==> src/sv/pcs_pkg.sv <==
// pcs_pkg: shared types, codes and reset constants of the pressure chamber sequencer
// no dependencies
`default_nettype none

package pcs_pkg;

    localparam int TIME_WIDTH = 32;

    localparam logic [15:0] START_ALT_RST = 16'd1000;
    localparam logic [15:0] ALT_STEP_RST  = 16'd1000;
    localparam logic [16:0] PRS_UPPER_RST = 17'd90000;
    localparam logic [16:0] PRS_LOWER_RST = 17'd85000;
    localparam logic [31:0] PUMP_TMO_RST  = 32'd60000;
    localparam logic [31:0] DRAIN_TMO_RST = 32'd10000;
    localparam logic [15:0] MAX_ALT_RST   = 16'd12000;

    localparam logic [15:0] MARK_MAX = 16'hFFFF;

    typedef enum logic [1:0] {
        MODE_IDLE  = 2'd0,
        MODE_PUMP  = 2'd1,
        MODE_DRAIN = 2'd2
    } t_mode;

    typedef enum logic [2:0] {
        CFG_START_ALT = 3'd0,
        CFG_ALT_STEP  = 3'd1,
        CFG_PRS_UPPER = 3'd2,
        CFG_PRS_LOWER = 3'd3,
        CFG_PUMP_TMO  = 3'd4,
        CFG_DRAIN_TMO = 3'd5,
        CFG_MAX_ALT   = 3'd6
    } t_cfg_idx;

    typedef struct packed {
        logic [15:0] start_altitude_m;
        logic [15:0] altitude_step_m;
        logic [16:0] pressure_upper_pa;
        logic [16:0] pressure_lower_pa;
        logic [31:0] pump_timeout_ms;
        logic [31:0] drain_timeout_ms;
        logic [15:0] max_pump_altitude_m;
    } t_cfg;

    typedef struct packed {
        logic        load;
        logic [15:0] value;
    } t_mark_load;

    typedef struct packed {
        logic [31:0]        now_ms;
        logic               altitude_valid;
        logic signed [16:0] altitude_m;
        logic               pressure_valid;
        logic [16:0]        pressure_pa;
    } t_poll;

    typedef struct packed {
        logic [1:0] mode;
        logic       pump_drive;
        logic       valve_open;
    } t_res;

endpackage

`default_nettype wire

==> src/sv/pcs_poll_if.sv <==
// pcs_poll_if: request channel carrying one poll
// no dependencies
`default_nettype none

interface pcs_poll_if;
    logic               valid;
    logic               ready;
    logic [31:0]        now_ms;
    logic               altitude_valid;
    logic signed [16:0] altitude_m;
    logic               pressure_valid;
    logic [16:0]        pressure_pa;

    modport source (
        output valid, now_ms, altitude_valid, altitude_m, pressure_valid, pressure_pa,
        input  ready
    );
    modport sink (
        input  valid, now_ms, altitude_valid, altitude_m, pressure_valid, pressure_pa,
        output ready
    );
endinterface

`default_nettype wire

==> src/sv/pcs_status_if.sv <==
// pcs_status_if: result channel carrying mode and actuator levels
// no dependencies
`default_nettype none

interface pcs_status_if;
    logic       valid;
    logic       ready;
    logic [1:0] mode;
    logic       pump_drive;
    logic       valve_open;

    modport source (
        output valid, mode, pump_drive, valve_open,
        input  ready
    );
    modport sink (
        input  valid, mode, pump_drive, valve_open,
        output ready
    );
endinterface

`default_nettype wire

==> src/sv/pressure_chamber_sequencer.sv <==
// pressure_chamber_sequencer: top level, poll register, result register and handshakes
// depends on pcs_pkg, pcs_poll_if, pcs_status_if, pcs_cfg, pcs_core
// a poll passes the poll register and then the status register to its status request
// throughput: one poll per cycle unless the sink stalls; the status register decouples
// a stalled sink by one entry; sequencing is combinational between the two registers
// reset: synchronous active low; idle mode, actuators off, registers at defaults
`default_nettype none

module pressure_chamber_sequencer (
    input  wire logic        i_clk,
    input  wire logic        i_rst_n,
    pcs_poll_if.sink         i_poll,
    pcs_status_if.source     o_status,
    input  wire logic        i_cfg_we,
    input  wire logic [2:0]  i_cfg_idx,
    input  wire logic [31:0] i_cfg_data
);

    pcs_pkg::t_cfg       cfg;
    pcs_pkg::t_mark_load mark_load;
    pcs_pkg::t_res       res;

    logic                r_in_valid;
    pcs_pkg::t_poll      r_in;
    logic                r_out_valid;
    pcs_pkg::t_res       r_out;
    logic                step;
    logic                in_ready;

    assign step     = r_in_valid && (!r_out_valid || o_status.ready);
    assign in_ready = !r_in_valid || step;

    always_ff @(posedge i_clk) begin
        if (!i_rst_n) begin
            r_in_valid <= 1'b0;
        end else if (in_ready) begin
            r_in_valid <= i_poll.valid;
        end
    end

    always_ff @(posedge i_clk) begin
        if (in_ready && i_poll.valid) begin
            r_in.now_ms         <= i_poll.now_ms;
            r_in.altitude_valid <= i_poll.altitude_valid;
            r_in.altitude_m     <= i_poll.altitude_m;
            r_in.pressure_valid <= i_poll.pressure_valid;
            r_in.pressure_pa    <= i_poll.pressure_pa;
        end
    end

    always_ff @(posedge i_clk) begin
        if (!i_rst_n) begin
            r_out_valid <= 1'b0;
        end else if (step) begin
            r_out_valid <= 1'b1;
        end else if (o_status.ready) begin
            r_out_valid <= 1'b0;
        end
    end

    always_ff @(posedge i_clk) begin
        if (step) begin
            r_out <= res;
        end
    end

    pcs_cfg u_cfg (
        .i_clk       (i_clk),
        .i_rst_n     (i_rst_n),
        .i_cfg_we    (i_cfg_we),
        .i_cfg_idx   (i_cfg_idx),
        .i_cfg_data  (i_cfg_data),
        .o_cfg       (cfg),
        .o_mark_load (mark_load)
    );

    pcs_core u_core (
        .i_clk       (i_clk),
        .i_rst_n     (i_rst_n),
        .i_cfg       (cfg),
        .i_mark_load (mark_load),
        .i_step      (step),
        .i_poll      (r_in),
        .o_res       (res)
    );

    assign i_poll.ready        = in_ready;
    assign o_status.valid      = r_out_valid;
    assign o_status.mode       = r_out.mode;
    assign o_status.pump_drive = r_out.pump_drive;
    assign o_status.valve_open = r_out.valve_open;

endmodule

`default_nettype wire

==> src/sv/pcs_cfg.sv <==
// pcs_cfg: configuration register file with write port
// depends on pcs_pkg
`default_nettype none

module pcs_cfg (
    input  wire logic            i_clk,
    input  wire logic            i_rst_n,
    input  wire logic            i_cfg_we,
    input  wire logic [2:0]      i_cfg_idx,
    input  wire logic [31:0]     i_cfg_data,
    output pcs_pkg::t_cfg        o_cfg,
    output pcs_pkg::t_mark_load  o_mark_load
);

    pcs_pkg::t_cfg r_cfg;

    always_ff @(posedge i_clk) begin
        if (!i_rst_n) begin
            r_cfg.start_altitude_m    <= pcs_pkg::START_ALT_RST;
            r_cfg.altitude_step_m     <= pcs_pkg::ALT_STEP_RST;
            r_cfg.pressure_upper_pa   <= pcs_pkg::PRS_UPPER_RST;
            r_cfg.pressure_lower_pa   <= pcs_pkg::PRS_LOWER_RST;
            r_cfg.pump_timeout_ms     <= pcs_pkg::PUMP_TMO_RST;
            r_cfg.drain_timeout_ms    <= pcs_pkg::DRAIN_TMO_RST;
            r_cfg.max_pump_altitude_m <= pcs_pkg::MAX_ALT_RST;
        end else if (i_cfg_we) begin
            case (i_cfg_idx)
                pcs_pkg::CFG_START_ALT: r_cfg.start_altitude_m    <= i_cfg_data[15:0];
                pcs_pkg::CFG_ALT_STEP:  r_cfg.altitude_step_m     <= i_cfg_data[15:0];
                pcs_pkg::CFG_PRS_UPPER: r_cfg.pressure_upper_pa   <= i_cfg_data[16:0];
                pcs_pkg::CFG_PRS_LOWER: r_cfg.pressure_lower_pa   <= i_cfg_data[16:0];
                pcs_pkg::CFG_PUMP_TMO:  r_cfg.pump_timeout_ms     <= i_cfg_data;
                pcs_pkg::CFG_DRAIN_TMO: r_cfg.drain_timeout_ms    <= i_cfg_data;
                pcs_pkg::CFG_MAX_ALT:   r_cfg.max_pump_altitude_m <= i_cfg_data[15:0];
                default: ;
            endcase
        end
    end

    assign o_cfg             = r_cfg;
    assign o_mark_load.load  = i_cfg_we && (i_cfg_idx == pcs_pkg::CFG_START_ALT);
    assign o_mark_load.value = i_cfg_data[15:0];

endmodule

`default_nettype wire

==> src/sv/pcs_core.sv <==
// pcs_core: sequencer state and the per-poll mode, hysteresis and mark logic
// depends on pcs_pkg
`default_nettype none

module pcs_core (
    input  wire logic                i_clk,
    input  wire logic                i_rst_n,
    input  wire pcs_pkg::t_cfg       i_cfg,
    input  wire pcs_pkg::t_mark_load i_mark_load,
    input  wire logic                i_step,
    input  wire pcs_pkg::t_poll      i_poll,
    output pcs_pkg::t_res            o_res
);

    pcs_pkg::t_mode                  r_mode, n_mode;
    logic                            r_pump, n_pump;
    logic                            r_valve, n_valve;
    logic signed [16:0]              r_last_alt, n_last_alt;
    logic [16:0]                     r_last_prs, n_last_prs;
    logic                            r_pend, n_pend;
    logic [15:0]                     r_mark, n_mark;
    logic [pcs_pkg::TIME_WIDTH-1:0]  r_pump_start, n_pump_start;
    logic [pcs_pkg::TIME_WIDTH-1:0]  r_drain_start, n_drain_start;

    logic [pcs_pkg::TIME_WIDTH-1:0]  now;
    logic [pcs_pkg::TIME_WIDTH-1:0]  pump_elapsed;
    logic [pcs_pkg::TIME_WIDTH-1:0]  drain_elapsed;
    logic [16:0]                     mark_sum;
    logic                            mark_hit;

    assign now           = pcs_pkg::TIME_WIDTH'(i_poll.now_ms);
    assign pump_elapsed  = now - r_pump_start;
    assign drain_elapsed = now - r_drain_start;
    assign mark_sum      = {1'b0, r_mark} + {1'b0, i_cfg.altitude_step_m};

    always_comb begin
        n_last_alt    = i_poll.altitude_valid ? i_poll.altitude_m : r_last_alt;
        n_last_prs    = i_poll.pressure_valid ? i_poll.pressure_pa : r_last_prs;
        n_pend        = i_poll.pressure_valid | r_pend;
        n_mode        = r_mode;
        n_pump        = r_pump;
        n_valve       = r_valve;
        n_pump_start  = r_pump_start;
        n_drain_start = r_drain_start;
        n_mark        = r_mark;

        case (r_mode)
            pcs_pkg::MODE_PUMP: begin
                if (pump_elapsed > i_cfg.pump_timeout_ms) begin
                    n_pump  = 1'b0;
                    n_valve = 1'b0;
                    n_mode  = pcs_pkg::MODE_IDLE;
                end else if (n_pend) begin
                    n_pend = 1'b0;
                    if (n_last_prs >= i_cfg.pressure_upper_pa) begin
                        n_pump = 1'b0;
                    end else if (n_last_prs <= i_cfg.pressure_lower_pa) begin
                        n_pump = 1'b1;
                    end
                end
            end
            pcs_pkg::MODE_DRAIN: begin
                if (drain_elapsed > i_cfg.drain_timeout_ms) begin
                    if (n_last_alt <= $signed({1'b0, i_cfg.max_pump_altitude_m})) begin
                        n_valve      = 1'b0;
                        n_pump       = 1'b1;
                        n_pump_start = now;
                        n_mode       = pcs_pkg::MODE_PUMP;
                    end else begin
                        n_pump  = 1'b0;
                        n_valve = 1'b0;
                        n_mode  = pcs_pkg::MODE_IDLE;
                    end
                end
            end
            default: ;
        endcase

        mark_hit = i_poll.altitude_valid && (n_last_alt > $signed({1'b0, r_mark}));
        if (mark_hit) begin
            if (n_mode == pcs_pkg::MODE_IDLE) begin
                n_valve       = 1'b1;
                n_pump        = 1'b1;
                n_drain_start = now;
                n_mode        = pcs_pkg::MODE_DRAIN;
            end
            n_mark = mark_sum[16] ? pcs_pkg::MARK_MAX : mark_sum[15:0];
        end
    end

    always_ff @(posedge i_clk) begin
        if (!i_rst_n) begin
            r_mode        <= pcs_pkg::MODE_IDLE;
            r_pump        <= 1'b0;
            r_valve       <= 1'b0;
            r_last_alt    <= '0;
            r_last_prs    <= '0;
            r_pend        <= 1'b0;
            r_mark        <= pcs_pkg::START_ALT_RST;
            r_pump_start  <= '0;
            r_drain_start <= '0;
        end else if (i_mark_load.load) begin
            r_mark <= i_mark_load.value;
        end else if (i_step) begin
            r_mode        <= n_mode;
            r_pump        <= n_pump;
            r_valve       <= n_valve;
            r_last_alt    <= n_last_alt;
            r_last_prs    <= n_last_prs;
            r_pend        <= n_pend;
            r_mark        <= n_mark;
            r_pump_start  <= n_pump_start;
            r_drain_start <= n_drain_start;
        end
    end

    assign o_res.mode       = n_mode;
    assign o_res.pump_drive = n_pump;
    assign o_res.valve_open = n_valve;

endmodule

`default_nettype wire

==> src/flat_wrapper.sv <==
// flat-port wrapper written by rule: the top's interface ports become plain ports
module pressure_chamber_sequencer_flat 
  (i_clk, i_rst_n, i_cfg_we, i_cfg_idx, i_cfg_data, i_poll_valid, i_poll_now_ms, i_poll_altitude_valid, i_poll_altitude_m, i_poll_pressure_valid, i_poll_pressure_pa, i_poll_ready, o_status_valid, o_status_mode, o_status_pump_drive, o_status_valve_open, o_status_ready);
  pcs_poll_if i_poll_i ();
  pcs_status_if o_status_i ();
  input  wire logic i_clk;
  input  wire logic i_rst_n;
  input  wire logic i_cfg_we;
  input  wire logic [2:0] i_cfg_idx;
  input  wire logic [31:0] i_cfg_data;
  input wire logic [$bits(i_poll_i.valid)-1:0] i_poll_valid;
  input wire logic [$bits(i_poll_i.now_ms)-1:0] i_poll_now_ms;
  input wire logic [$bits(i_poll_i.altitude_valid)-1:0] i_poll_altitude_valid;
  input wire logic [$bits(i_poll_i.altitude_m)-1:0] i_poll_altitude_m;
  input wire logic [$bits(i_poll_i.pressure_valid)-1:0] i_poll_pressure_valid;
  input wire logic [$bits(i_poll_i.pressure_pa)-1:0] i_poll_pressure_pa;
  output wire logic [$bits(i_poll_i.ready)-1:0] i_poll_ready;
  output wire logic [$bits(o_status_i.valid)-1:0] o_status_valid;
  output wire logic [$bits(o_status_i.mode)-1:0] o_status_mode;
  output wire logic [$bits(o_status_i.pump_drive)-1:0] o_status_pump_drive;
  output wire logic [$bits(o_status_i.valve_open)-1:0] o_status_valve_open;
  input wire logic [$bits(o_status_i.ready)-1:0] o_status_ready;
  assign i_poll_i.valid = i_poll_valid;
  assign i_poll_i.now_ms = i_poll_now_ms;
  assign i_poll_i.altitude_valid = i_poll_altitude_valid;
  assign i_poll_i.altitude_m = i_poll_altitude_m;
  assign i_poll_i.pressure_valid = i_poll_pressure_valid;
  assign i_poll_i.pressure_pa = i_poll_pressure_pa;
  assign i_poll_ready = i_poll_i.ready;
  assign o_status_valid = o_status_i.valid;
  assign o_status_mode = o_status_i.mode;
  assign o_status_pump_drive = o_status_i.pump_drive;
  assign o_status_valve_open = o_status_i.valve_open;
  assign o_status_i.ready = o_status_ready;
  pressure_chamber_sequencer u_core (.i_clk(i_clk), .i_rst_n(i_rst_n), .i_poll(i_poll_i), .o_status(o_status_i), .i_cfg_we(i_cfg_we), .i_cfg_idx(i_cfg_idx), .i_cfg_data(i_cfg_data));
endmodule
==> config.mk <==
export PLATFORM = sky130hd
export DESIGN_NAME = pressure_chamber_sequencer_flat
export DESIGN_NICKNAME = d
export VERILOG_FILES = /design/src/sv/pcs_pkg.sv /design/src/sv/pcs_poll_if.sv /design/src/sv/pcs_status_if.sv /design/src/sv/pressure_chamber_sequencer.sv /design/src/sv/pcs_cfg.sv /design/src/sv/pcs_core.sv /design/src/flat_wrapper.sv
export SDC_FILE = /design/constraint.sdc
export NUM_CORES = 1
export LEC_CHECK = 0
export BUFFER_PORTS_ARGS = -buffer_cell sky130_fd_sc_hd__buf_2
export CAP_MARGIN = 20
export CORE_UTILIZATION = 30
export DETAILED_ROUTE_END_ITERATION = 16
export GPL_TIMING_DRIVEN = 0
export RECOVER_POWER = 25
export SLEW_MARGIN = 10
export SYNTH_ARGS = -nofsm -noshare
export SYNTH_HDL_FRONTEND = slang
export SYNTH_SLANG_ARGS = --single-unit
==> constraint.sdc <==
create_clock -name i_clk -period 5.52 [get_ports i_clk]
set_input_delay 0 -clock i_clk [delete_from_list [all_inputs] [get_ports i_clk]]
set_output_delay 0 -clock i_clk [all_outputs]
set_load 0.01 [all_outputs]
Word-level counts from Yosys, hierarchy flattened --
Index checks and enable logic that the tools add are counted.
Word-level totals: input port bits 108, word-level logic and storage cells 97, memories kept 0, flip-flop bits (word level) 323, bits in writable memories 0, bits in read-only memories 0, bits in latches 0, output and inout bits 6
Cells by class: multiply operators 0, magnitude comparators 6, reduce and logical (&&, ||, !) cells 23, eq/ne operators 8, add/sub/neg operators 3, divide/modulo/power cells 0, shifts and indexed selects 0, bitwise logic cells 2, muxes and demuxes 30
Operator list (count):
- 32-bit > comparator | 2
- 16-bit 2-to-1 mux | 4
- 32-bit subtractor | 2
- 17-bit less-or-equal comparator | 2
- 17-bit 2-to-1 mux | 2
- 16-bit by 16-bit adder with 17-bit output | 1
- 17-bit >= comparator | 1
- 17-bit > comparator | 1
- 1-bit 2-to-1 mux | 17
- 2-bit AND reduction | 8
- 3-bit equality test, second input constant | 3
- 2-bit 2-to-1 mux | 4
- 3-bit by 2-bit equality test with 1-bit output, second input constant | 2
- 2-bit nonzero test | 3
- 5-bit AND reduction | 1
- 1-bit logical AND | 4
- 1-bit one-hot mux with 2 select lines | 2
- 2-bit one-hot mux with 2 select lines | 1
- 4-bit AND reduction | 1
- 3-bit by 1-bit equality test with 1-bit output, second input constant | 1
- 3-bit logical NOT | 1
- 2-bit by 1-bit equality test with 1-bit output, second input constant | 1
- 2-bit equality test, second input constant | 1
- 1-bit logical NOT | 2
- other kinds (4) | 5

Logic depth before layout (Yosys ltp) --
Gate-level depths: netlist of the first run.
word-level depth 9, gate-level depth with buffers 25, depth with buffers taken out 23

Hierarchy --
A second synthesis of the first run with hierarchy kept.
Unflattened totals: cells, all modules 2219, area, all modules 20387.1 sq um
Modules (own cells, without submodules):
- pcs_core | seq. area each 2382.3 sq um, cells each 1585, area each 12426.9 sq um, instances 1
- pcs_cfg | seq. area each 2922.8 sq um, cells each 553, area each 5694.2 sq um, instances 1
- pressure_chamber_sequencer | seq. area each 2202.1 sq um, cells each 81, area each 2265.9 sq um, instances 1

Worst setup path before layout of the first run --
Ideal clock, no wire load.
path type reg2reg, from register u_core.r_in[36] (netlist bit), to register u_core.u_core.r_drain_start[10] (netlist bit), setup time 0.120 ns, required time 5.400 ns, slack 0.188 ns, stages on the path, launching flop included 26, data arrival time 5.212 ns, clock period less this slack 5.332 ns, buffers on the path 2, cells stage by stage edfxtp_1 -> inv_1 -> ha_1 -> inv_1 -> fa_1 -> a21o_1 -> a21oi_1 -> a2bb2oi_1 -> a31oi_1 -> o2111a_1 -> o31ai_1 -> or2_2 -> a311oi_1 -> xnor2_1 -> ha_1 -> nand4_1 -> nor2_1 -> and3_1 -> nor2b_1 -> o21ai_1 -> a31oi_1 -> a32oi_2 -> or4_4 -> buf_6 -> buf_6 -> mux2i_1
Between the ends: word-level cells in the longest chain between the ends 6, elaborated cells between the ends (all ways) 9, those cells by class add/sub (2); order compare (2); mux (3); reduce/logical (2)
Ends and longest elaborated chain:
- from (decl) | RTL line pressure_chamber_sequencer.sv:24 | pcs_pkg::t_poll r_in;
- 32-bit subtractor, on equally long branches | RTL line pcs_core.sv:33, pcs_core.sv:32
- 32-bit > comparator, on equally long branches | RTL line pcs_core.sv:63, pcs_core.sv:49
- 2-bit 2-to-1 mux, on equally long branches | RTL line pcs_core.sv:63, pcs_core.sv:49
- 2-bit one-hot mux with 2 select lines * | RTL line pcs_core.sv:47 | case (r_mode)
- 2-bit logical NOT * | RTL line pcs_core.sv:81 | if (n_mode == pcs_pkg::MODE_IDLE) begin
- 4-bit AND reduction (no source line) *
- to (signal assigned) | RTL line pcs_core.sv:113 | r_drain_start <= n_drain_start;
- to (decl) | RTL line pcs_core.sv:23 | logic [pcs_pkg::TIME_WIDTH-1:0] r_drain_start, n_drain_start;
Every way passes the cells marked *; elsewhere a longest branch is shown, timed or not. A chain may end at the register's enable or synchronous reset.

Worst setup path in the final report of the first run --
from register u_core.r_in[36] (netlist bit), to register u_core.u_core.r_drain_start[30] (netlist bit)
Same word-level chain as after synthesis.

==> results of run 1 <==
==> repair_timing <==
item,in CTS,in global routing
endpoints found under the setup margin,73,69
pin swaps,51,33
setup buffers,34,6
hold buffers,107,0
hold endpoints to repair,213,0
gates cloned,2,2
gates resized for setup,97,23
==> layer usage <==
layer,global-route usage (%),share of wire (%)
met4,5.17,2.2
met3,2.74,4.2
met2,29.1,47
met1,22.6,46
met5,0,0.034
==> final cells by class <==
cell class	instances	area (sq um)	share of cell area, %
clock buffers	51	1150	4.82
well taps	837	1050	4.41
inverters	220	826	3.48
diodes	1	2.50	0.0105
flip-flops and latches	323	7190	30.2
plain buffers	79	365	1.54
multi-input cells	1556	10900	45.8
clock inverters	18	201	0.848
repair buffers	267	2100	8.83
==> state kept, by name, indices dropped and copies added, names as in the netlist, 2 cells and up <==
| signal | count |
|---|---|
| u_core.u_cfg.o_cfg | 130 |
| u_core.r_in | 68 |
| u_core.u_core.r_drain_start | 32 |
| u_core.u_core.r_pump_start | 32 |
| u_core.u_core.r_last_alt | 17 |
| u_core.u_core.r_last_prs | 17 |
| u_core.u_core.r_mark | 16 |
| u_core.o_status.mode | 2 |
| u_core.u_core.r_mode | 2 |
==> cell usage after synthesis (all sizes together), types with 6 or more instances <==
cell type	number
nand2	414
dfxtp	251
a21oi	223
inv	220
ha	210
nor2	110
clkbuf	74
edfxtp	72
mux2i	66
a21o	51
o21ai	47
xnor2	45
o211ai	43
nand3	38
mux2	31
nand4	28
a211oi	22
o21a	22
nor2b	20
nor3	20
xor2	19
o221ai	13
a31oi	10
o21bai	9
buf	8
o22ai	7
or2	7
a211o	6
and3	6
nand2b	6
o311ai	6
o31ai	6
or3	6
==> per-stage QoR <==
| stage | instance area, sq um | worst slack [ps] |
|---|---|---|
| final | 23800 | -149 |
| after global routing | 23800 | -254 |
| after CTS | 23600 | -114 |
| after detailed placement | 20400 | -1500 |
| after global placement | 20300 | -2110 |
| after floorplan | 18700 | 188 |
==> cells by family (layout without fill, tap and decap cells) <==
logic type	after synthesis	in the layout	synth area share (%)
and+or+nand+nor	675	675	15.3
other	0	1	0
buffers and inverters	302	635	6.24
AOI/OAI and AO/OA	507	507	17.3
xor gates and xnor gates	64	64	3.00
muxes	97	97	5.40
DFF	323	323	38.4
adders and majority gates	213	213	14.4
==> worst max path at each step <==
stage                         start                               to  slack, ps  depth (start not counted)
floorplan           u_core.r_in[36]  u_core.u_core.r_drain_start[10]        190                         25
global placement    u_core.r_in[36]   u_core.u_core.r_pump_start[21]      -2110                         23
detailed placement  u_core.r_in[36]  u_core.u_core.r_drain_start[30]      -1500                         25
CTS                 u_core.r_in[36]  u_core.u_core.r_drain_start[15]       -110                         25
global route        u_core.r_in[36]  u_core.u_core.r_drain_start[30]       -250                         25
finish              u_core.r_in[36]  u_core.u_core.r_drain_start[30]       -150                         23
==> worst max-delay path: cells and delay by family, from the launching register on <==
family	cells	cell delay (ps)
AOI/OAI and AO/OA	11	2390
and+or+nand+nor	3	1040
adders and majority gates	3	820
buffers and inverters	4	510
DFF	1	460
xor gates and xnor gates	1	150
muxes	1	150
==> cell usage in the layout, fill, tap and decap left out, types with 10 or more instances in the layout <==
master           n
o221ai_1        12
o21ai_0         37
mux2_2          31
a21o_1          50
a211oi_1        20
edfxtp_1        72
nand4_1         28
inv_1          218
nor2_1         108
buf_2          106
clkbuf_16       45
nand3_1         36
dfxtp_1        251
clkinv_2        10
dlygate4sd3_1  107
xor2_1          17
xnor2_1         43
mux2i_1         65
buf_4           36
nand2_1        412
nor2b_1         19
nor3_1          17
ha_1           200
o211ai_1        43
a21oi_1        215
o21a_1          22
clkbuf_1        85
==> power by group through the flow <==
stage / combinational (mW) / sequential [mW] / clock (mW)
floorplan: 0.655 / 2.58 / 0
global placement: 0.937 / 2.60 / 0
detailed placement: 0.946 / 2.60 / 0
CTS: 1.10 / 2.55 / 2.77
global route: 1.24 / 2.56 / 2.88
finish: 1.12 / 2.55 / 2.71
==> impl_metrics.yaml, run 1 <==
setup_path:
  crit_required_ps: 5960
  reg2reg_from: "u_core.r_in[36]"
  critical-path-max-stage-delay_ps: 600
  worst_r2r_endpoint: "u_core.u_core.r_drain_start[30]"
  critical_path_arrival_ps: 6110
  number_of_cells_on_the_worst_reg_to_reg_path: 23
  worstPathMaxFanout: 5
  worst-r2r-setup-slack_ps: -150
  crit_chain: "inv_2 -> ha_4 -> inv_2 -> fa_2 -> a21o_1 -> a21oi_4 -> a2bb2oi_4 -> a31oi_4 -> o2111a_2 -> o31ai_4 -> or2_4 -> xor2_2 -> ha_1 -> and4_1 -> a221o_1 -> a2111oi_4 -> a21o_4 -> a211o_1 -> a32oi_4 -> or4_4 -> buf_12 -> buf_12 -> mux2i_2"
  worstSetupPathType: "flop to flop"
  cp-end-kind: "flop"
  critical_path_cell_with_the_highest_stage_delay: "or4_4"
  cp-start-kind: "flop"
clock_network:
  h-tree-depth: 2
  cts.path.max_buffers: 3
  worst_skew_pair.late_latency_ps: 560
  cts.sink_count: 323
  cts_root_buffer: "clkbuf_16"
  inserted_clock_buffers: 38
  cts_tree: "yes"
  cts.reportedPaths.clkPinSlew_ps: 60
logic_synthesis:
  ys_async_sr_fraction_pct: 0
  synthTopCellsByArea: "dfxtp_1 (27%), ha_1 (14%), edfxtp_1 (12%)"
  post_synth_edffs: 72
  synthCells: 2181
  ys_seq_area_share_pct: 38.4
  netlist-cell-type-count: 73
  syn_area_sq_mm: 0.0187
  synth_top_area_share_pct: 26.9
  synth.largest_area_cell: "dfxtp_1"
  synthesis.area_per_instance_sq_um: 8.58
  synth_top_flop_cell: "dfxtp_1"
  syn_nets: 2502
  yosys_register_bits: 323
  ys_warn_count: 0
route:
  dr.pass1.iters: 6
  post-route-drc-count: 0
  wl_microns: 55400
  drt-initial-drc-count: 886
  wl_per_cell_microns: 16.5
  route.detailed.vias_per_inst: 4.81
  antenna_violating_nets_post_route: 0
  detailroute.via_count: 16100
power:
  power_density_mw_per_mm2: 268
  clkPwrFrac_pct: 42.5
  total_leakage_power_nw: 9.47
  power.ir.vdd_worst_uv: 173
  netSwitchingPower_mw: 1.74
  switching_share_pct: 27.3
  share_of_total_power_in_sequential_cells_pct: 40.0
  power_frac_comb_pct: 17.5
  internal-power_mw: 4.64
  total_power_mw: 6.37
place:
  place_inst: 3134
  place.port_buffers: 113
  dp_hpwl_microns: 40400
  place_congestion: 0.848
grt:
  grt_start_max_net_pins: 44
  grt-ovfl-total: 0
  grt_pass1_vias: 15200
  track_usage_pct: 17.3
  antenna_found_initial: 3
  grt_first_pass_wirelength_microns: 85800
outcome:
  violations: "setup timing"
  run_status: "complete, but fails checks"
final_layout:
  nNetsFinal: 2806
  count_of_fill_cells_added_during_filler_insertion: 6353
  fin_cells: 3352
  synthToLayoutAreaGrowth_pct: 27.0
  drive_above_1_share_pct: 13.4
  postLayoutCoreUtil_pct: 38.5
sta:
  worst_slew_margin_rel_pct: 42.4
  max_clock_freq_ghz: 0.176
  finalHoldViolCount: 0
  grt_setup_unrepaired: "yes"
  max_slew.worst_pin.slew_ps: 864
  tns_ps: -3380
  final_min_period_over_clock_period_pct: 103
  setup_viol_count_final: 31
  final_worst_hold_slack_ps: 44.7
  drv_slew: 0
  post-route-worst-setup-slack_ps: -149
  worst_clock_skew_ps: 22.3
  period_needed_ps: 5670
worst_hold_path:
  hold_start: "i_cfg_we"
  worst_min_path_class: "input pin to flop"
  whs_path_depth: 5
  min_delay_worst_endpoint: "u_core.u_cfg.o_cfg[98]"
floorplan:
  core.rowCount: 91
  design.portCount: 114
  fp.dieW_microns: 252
  chipHeight_microns: 252
  core-area_sq_mm: 0.0617
  die_area_sq_mm: 0.0634
  initial_utilization_pct: 30.3
flow_run:
  max_cap_viol_count: 0
Power figures use the tool's default switching activity.
==> run 2, diff against run 1 <==
ABC_AREA = 1   (was not set)
==> impl_metrics.yaml, run 2 <==
outcome:
  run_status: "complete, no violations"
sta:
  max_clock_freq_ghz: 0.193
  period_needed_ps: 5190
  max_slew.worst_pin.slew_ps: 1030
  worst_clock_skew_ps: 25.3
  drv_slew: 0
  tns_ps: 0
  finalHoldViolCount: 0
  setup_viol_count_final: 0
  grt_setup_unrepaired: "no"
  final_min_period_over_clock_period_pct: 94.1
  post-route-worst-setup-slack_ps: 326
  worst_slew_margin_rel_pct: 31.4
final_layout:
  nNetsFinal: 3026
  count_of_fill_cells_added_during_filler_insertion: 6484
  fin_cells: 3570
  antenna_cells_inserted: 0
  layout.area.seq_sq_mm: 0.00719
  synthToLayoutAreaGrowth_pct: 20.9
  layout.cells.most_common_list: "nand2_1 (407), inv_1 (343), a21oi_1 (297)"
  largest_register_ffs: 130
  final_common_cell: "nand2_1"
  drive_above_1_share_pct: 6.77
  multiInputGateArea_sq_mm: 0.0100
  postLayoutCoreUtil_pct: 36.8
route:
  drt-met1-wl_microns: 26100
  drt-initial-drc-count: 1088
  wl_met2_microns: 26100
  route.detailed.vias_per_inst: 4.73
  wl_microns: 57000
  post-route-drc-count: 0
  met3RoutedLength_microns: 3010
  wl_per_cell_microns: 16.0
  detailroute.via_count: 16900
  dr.pass1.iters: 5
  antenna_violating_nets_post_route: 0
  topRoutingLayerUsed: "met5"
setup_path:
  number_of_cells_on_the_worst_reg_to_reg_path: 20
  critical_path.n_buffers_inverters: 2
  critical_path_arrival_ps: 5670
  reg2reg_from: "u_core.r_in[46]"
  worst-r2r-setup-slack_ps: 330
  worstPathMaxFanout: 10
  crit_required_ps: 6000
  critical_path_cell_with_the_highest_stage_delay: "clkbuf_1"
  cp-start-kind: "flop"
  crit_chain: "ha_1 -> nand2_1 -> nor4_1 -> nand4_1 -> nand3_1 -> nand2_1 -> o211ai_1 -> a31oi_1 -> xor2_1 -> ha_1 -> nand4_1 -> nor3_1 -> and3_1 -> nand4_1 -> nand2_1 -> inv_1 -> nand3_2 -> clkbuf_1 -> o21ai_0 -> a21oi_1"
  worst_r2r_endpoint: "u_core.u_core.r_pump_start[22]"
  worstSetupPathType: "flop to flop"
  cp-end-kind: "flop"
  critical-path-max-stage-delay_ps: 500
  cpLargestDelayFamily: "simple AND/OR/NAND/NOR gates"
clock_network:
  cts.path.max_buffers: 3
  worst_skew_pair.late_latency_ps: 570
  cts.reportedPaths.clkPinSlew_ps: 60
  inserted_clock_buffers: 38
  cts.sink_count: 323
  cts_tree: "yes"
  post_cts_buffers: 0
  h-tree-depth: 2
  cts_root_buffer: "clkbuf_16"
power:
  total_leakage_power_nw: 10.0
  power.ir.vdd_worst_uv: 160
  power_density_mw_per_mm2: 281
  total_power_mw: 6.40
worst_hold_path:
  whs_path_depth: 5
  hold_start: "i_cfg_idx[1]"
  min_delay_worst_endpoint: "u_core.u_cfg.o_cfg[84]"
  worst_min_path_class: "input pin to flop"
floorplan:
  core-area_sq_mm: 0.0618
  die_area_sq_mm: 0.0638
  core.rowCount: 91
  design.portCount: 114
  chipHeight_microns: 253
  initial_utilization_pct: 30.5
  fp.dieW_microns: 253
logic_synthesis:
  synthTopCellsByCount: "nand2_1 (407), inv_1 (344), a21oi_1 (298)"
  netlist-cell-type-count: 45
  synth_top_flop_cell: "dfxtp_1"
  post-synth-top-count-cell: "nand2_1"
  synthCells: 2449
  ys_async_sr_fraction_pct: 0
  synthesis.area_per_instance_sq_um: 7.69
  syn_nets: 2770
  syn_area_sq_mm: 0.0188
  synth_top_area_share_pct: 26.7
  post_synth_edffs: 72
  yosys_register_bits: 323
  synthTopCellsByArea: "dfxtp_1 (27%), ha_1 (14%), edfxtp_1 (11%)"
  ys_warn_count: 0
  ys_seq_area_share_pct: 38.1
  synth.largest_area_cell: "dfxtp_1"
place:
  place_congestion: 0.941
  dp_hpwl_microns: 43800
  place_inst: 3399
  dp_slack_ps: 238
  place.port_buffers: 112
flow_run:
  max_cap_viol_count: 0
grt:
  antenna_found_initial: 3
  grt_start_max_net_pins: 38
  grt_first_pass_wirelength_microns: 88400
  track_usage_pct: 17.8
  grt_pass1_vias: 15900
  grt-ovfl-total: 0
[run 2: changes by cell type after synthesis, sizes merged, moves of 38 or more]
cell and delta:
o21ai +230, nor2 +80, a21oi +75, a21o -38, mux2i -64, inv +127
[run 2: what timing repair did]
item / 4_1_cts / 5_1_grt
hold buffers: 103 / 0
endpoints found under the hold margin: 212 / 0
endpoints found under the setup margin: 0 / 61
gates resized for setup: 0 / 6
[run 2: stage by stage]
stage                     hold WS, ps  area, sq um
after floorplan                  98.9        18800
after global placement            178        20400
after detailed placement          178        20500
after CTS                        11.4        22800
after global routing             83.3        22800
final                            39.8        22800
[run 2: kinds of logic (layout without fill, tap and decap cells)]
logic type | after synthesis | in the layout | synth area share [%]
buf+inv | 432 | 716 | 8.83
compound gates | 678 | 678 | 19.4
fa+ha+maj | 213 | 213 | 14.3
flops | 323 | 323 | 38.1
mux | 2 | 2 | 0.106
xor+xnor | 70 | 70 | 3.25
simple gates | 731 | 731 | 16.0
[run 2: worst max path at each step]
stage | endpoint | slack, ps | depth (start not counted) | from
floorplan | u_core.u_core.r_drain_start[12] | 1530 | 34 | u_core.r_in[36]
global placement | u_core.u_core.r_pump_start[29] | 280 | 20 | u_core.r_in[46]
detailed placement | u_core.u_core.r_pump_start[29] | 240 | 20 | u_core.r_in[46]
CTS | u_core.u_core.r_pump_start[29] | 210 | 20 | u_core.r_in[46]
global route | u_core.u_core.r_drain_start[21] | 10 | 31 | u_core.r_in[38]
finish | u_core.u_core.r_pump_start[22] | 330 | 20 | u_core.r_in[46]
[run 2: area by class of cell]
cell class              count  area share [%]
plain buffers              84            1.57
clock inverters            14           0.456
multi-input cells        1694            44.0
inverters                 348            5.75
flip-flops and latches    323            31.6
clock buffers              54            5.13
well taps                 837            4.60
repair buffers            216            6.99
[run 2: worst register-to-register path: cells and delay by family (launching register included)]
| family | cells | cell delay (ps) |
|---|---|---|
| AND/OR/NAND/NOR | 11 | 2370 |
| adder cells (fa/ha/maj) | 2 | 750 |
| AO/OA/AOI/OAI | 4 | 720 |
| buffers and inverters | 2 | 600 |
| flip-flops | 1 | 490 |
| XOR/XNOR | 1 | 180 |
[run 2: where the power goes]
group / switching (mW) / internal [mW]
clock: 1.08 / 1.49
combinational: 0.772 / 0.477
sequential: 0.0568 / 2.53
[run 2: metal layers]
| layer | vias to the layer above | GRT usage (%) |
|---|---|---|
| li1 | 8744 | - |
| met1 | 7643 | 23.5 |
| met2 | 392 | 29.4 |
| met3 | 99 | 2.56 |
| met4 | 6 | 6.23 |
| met5 | - | 0 |
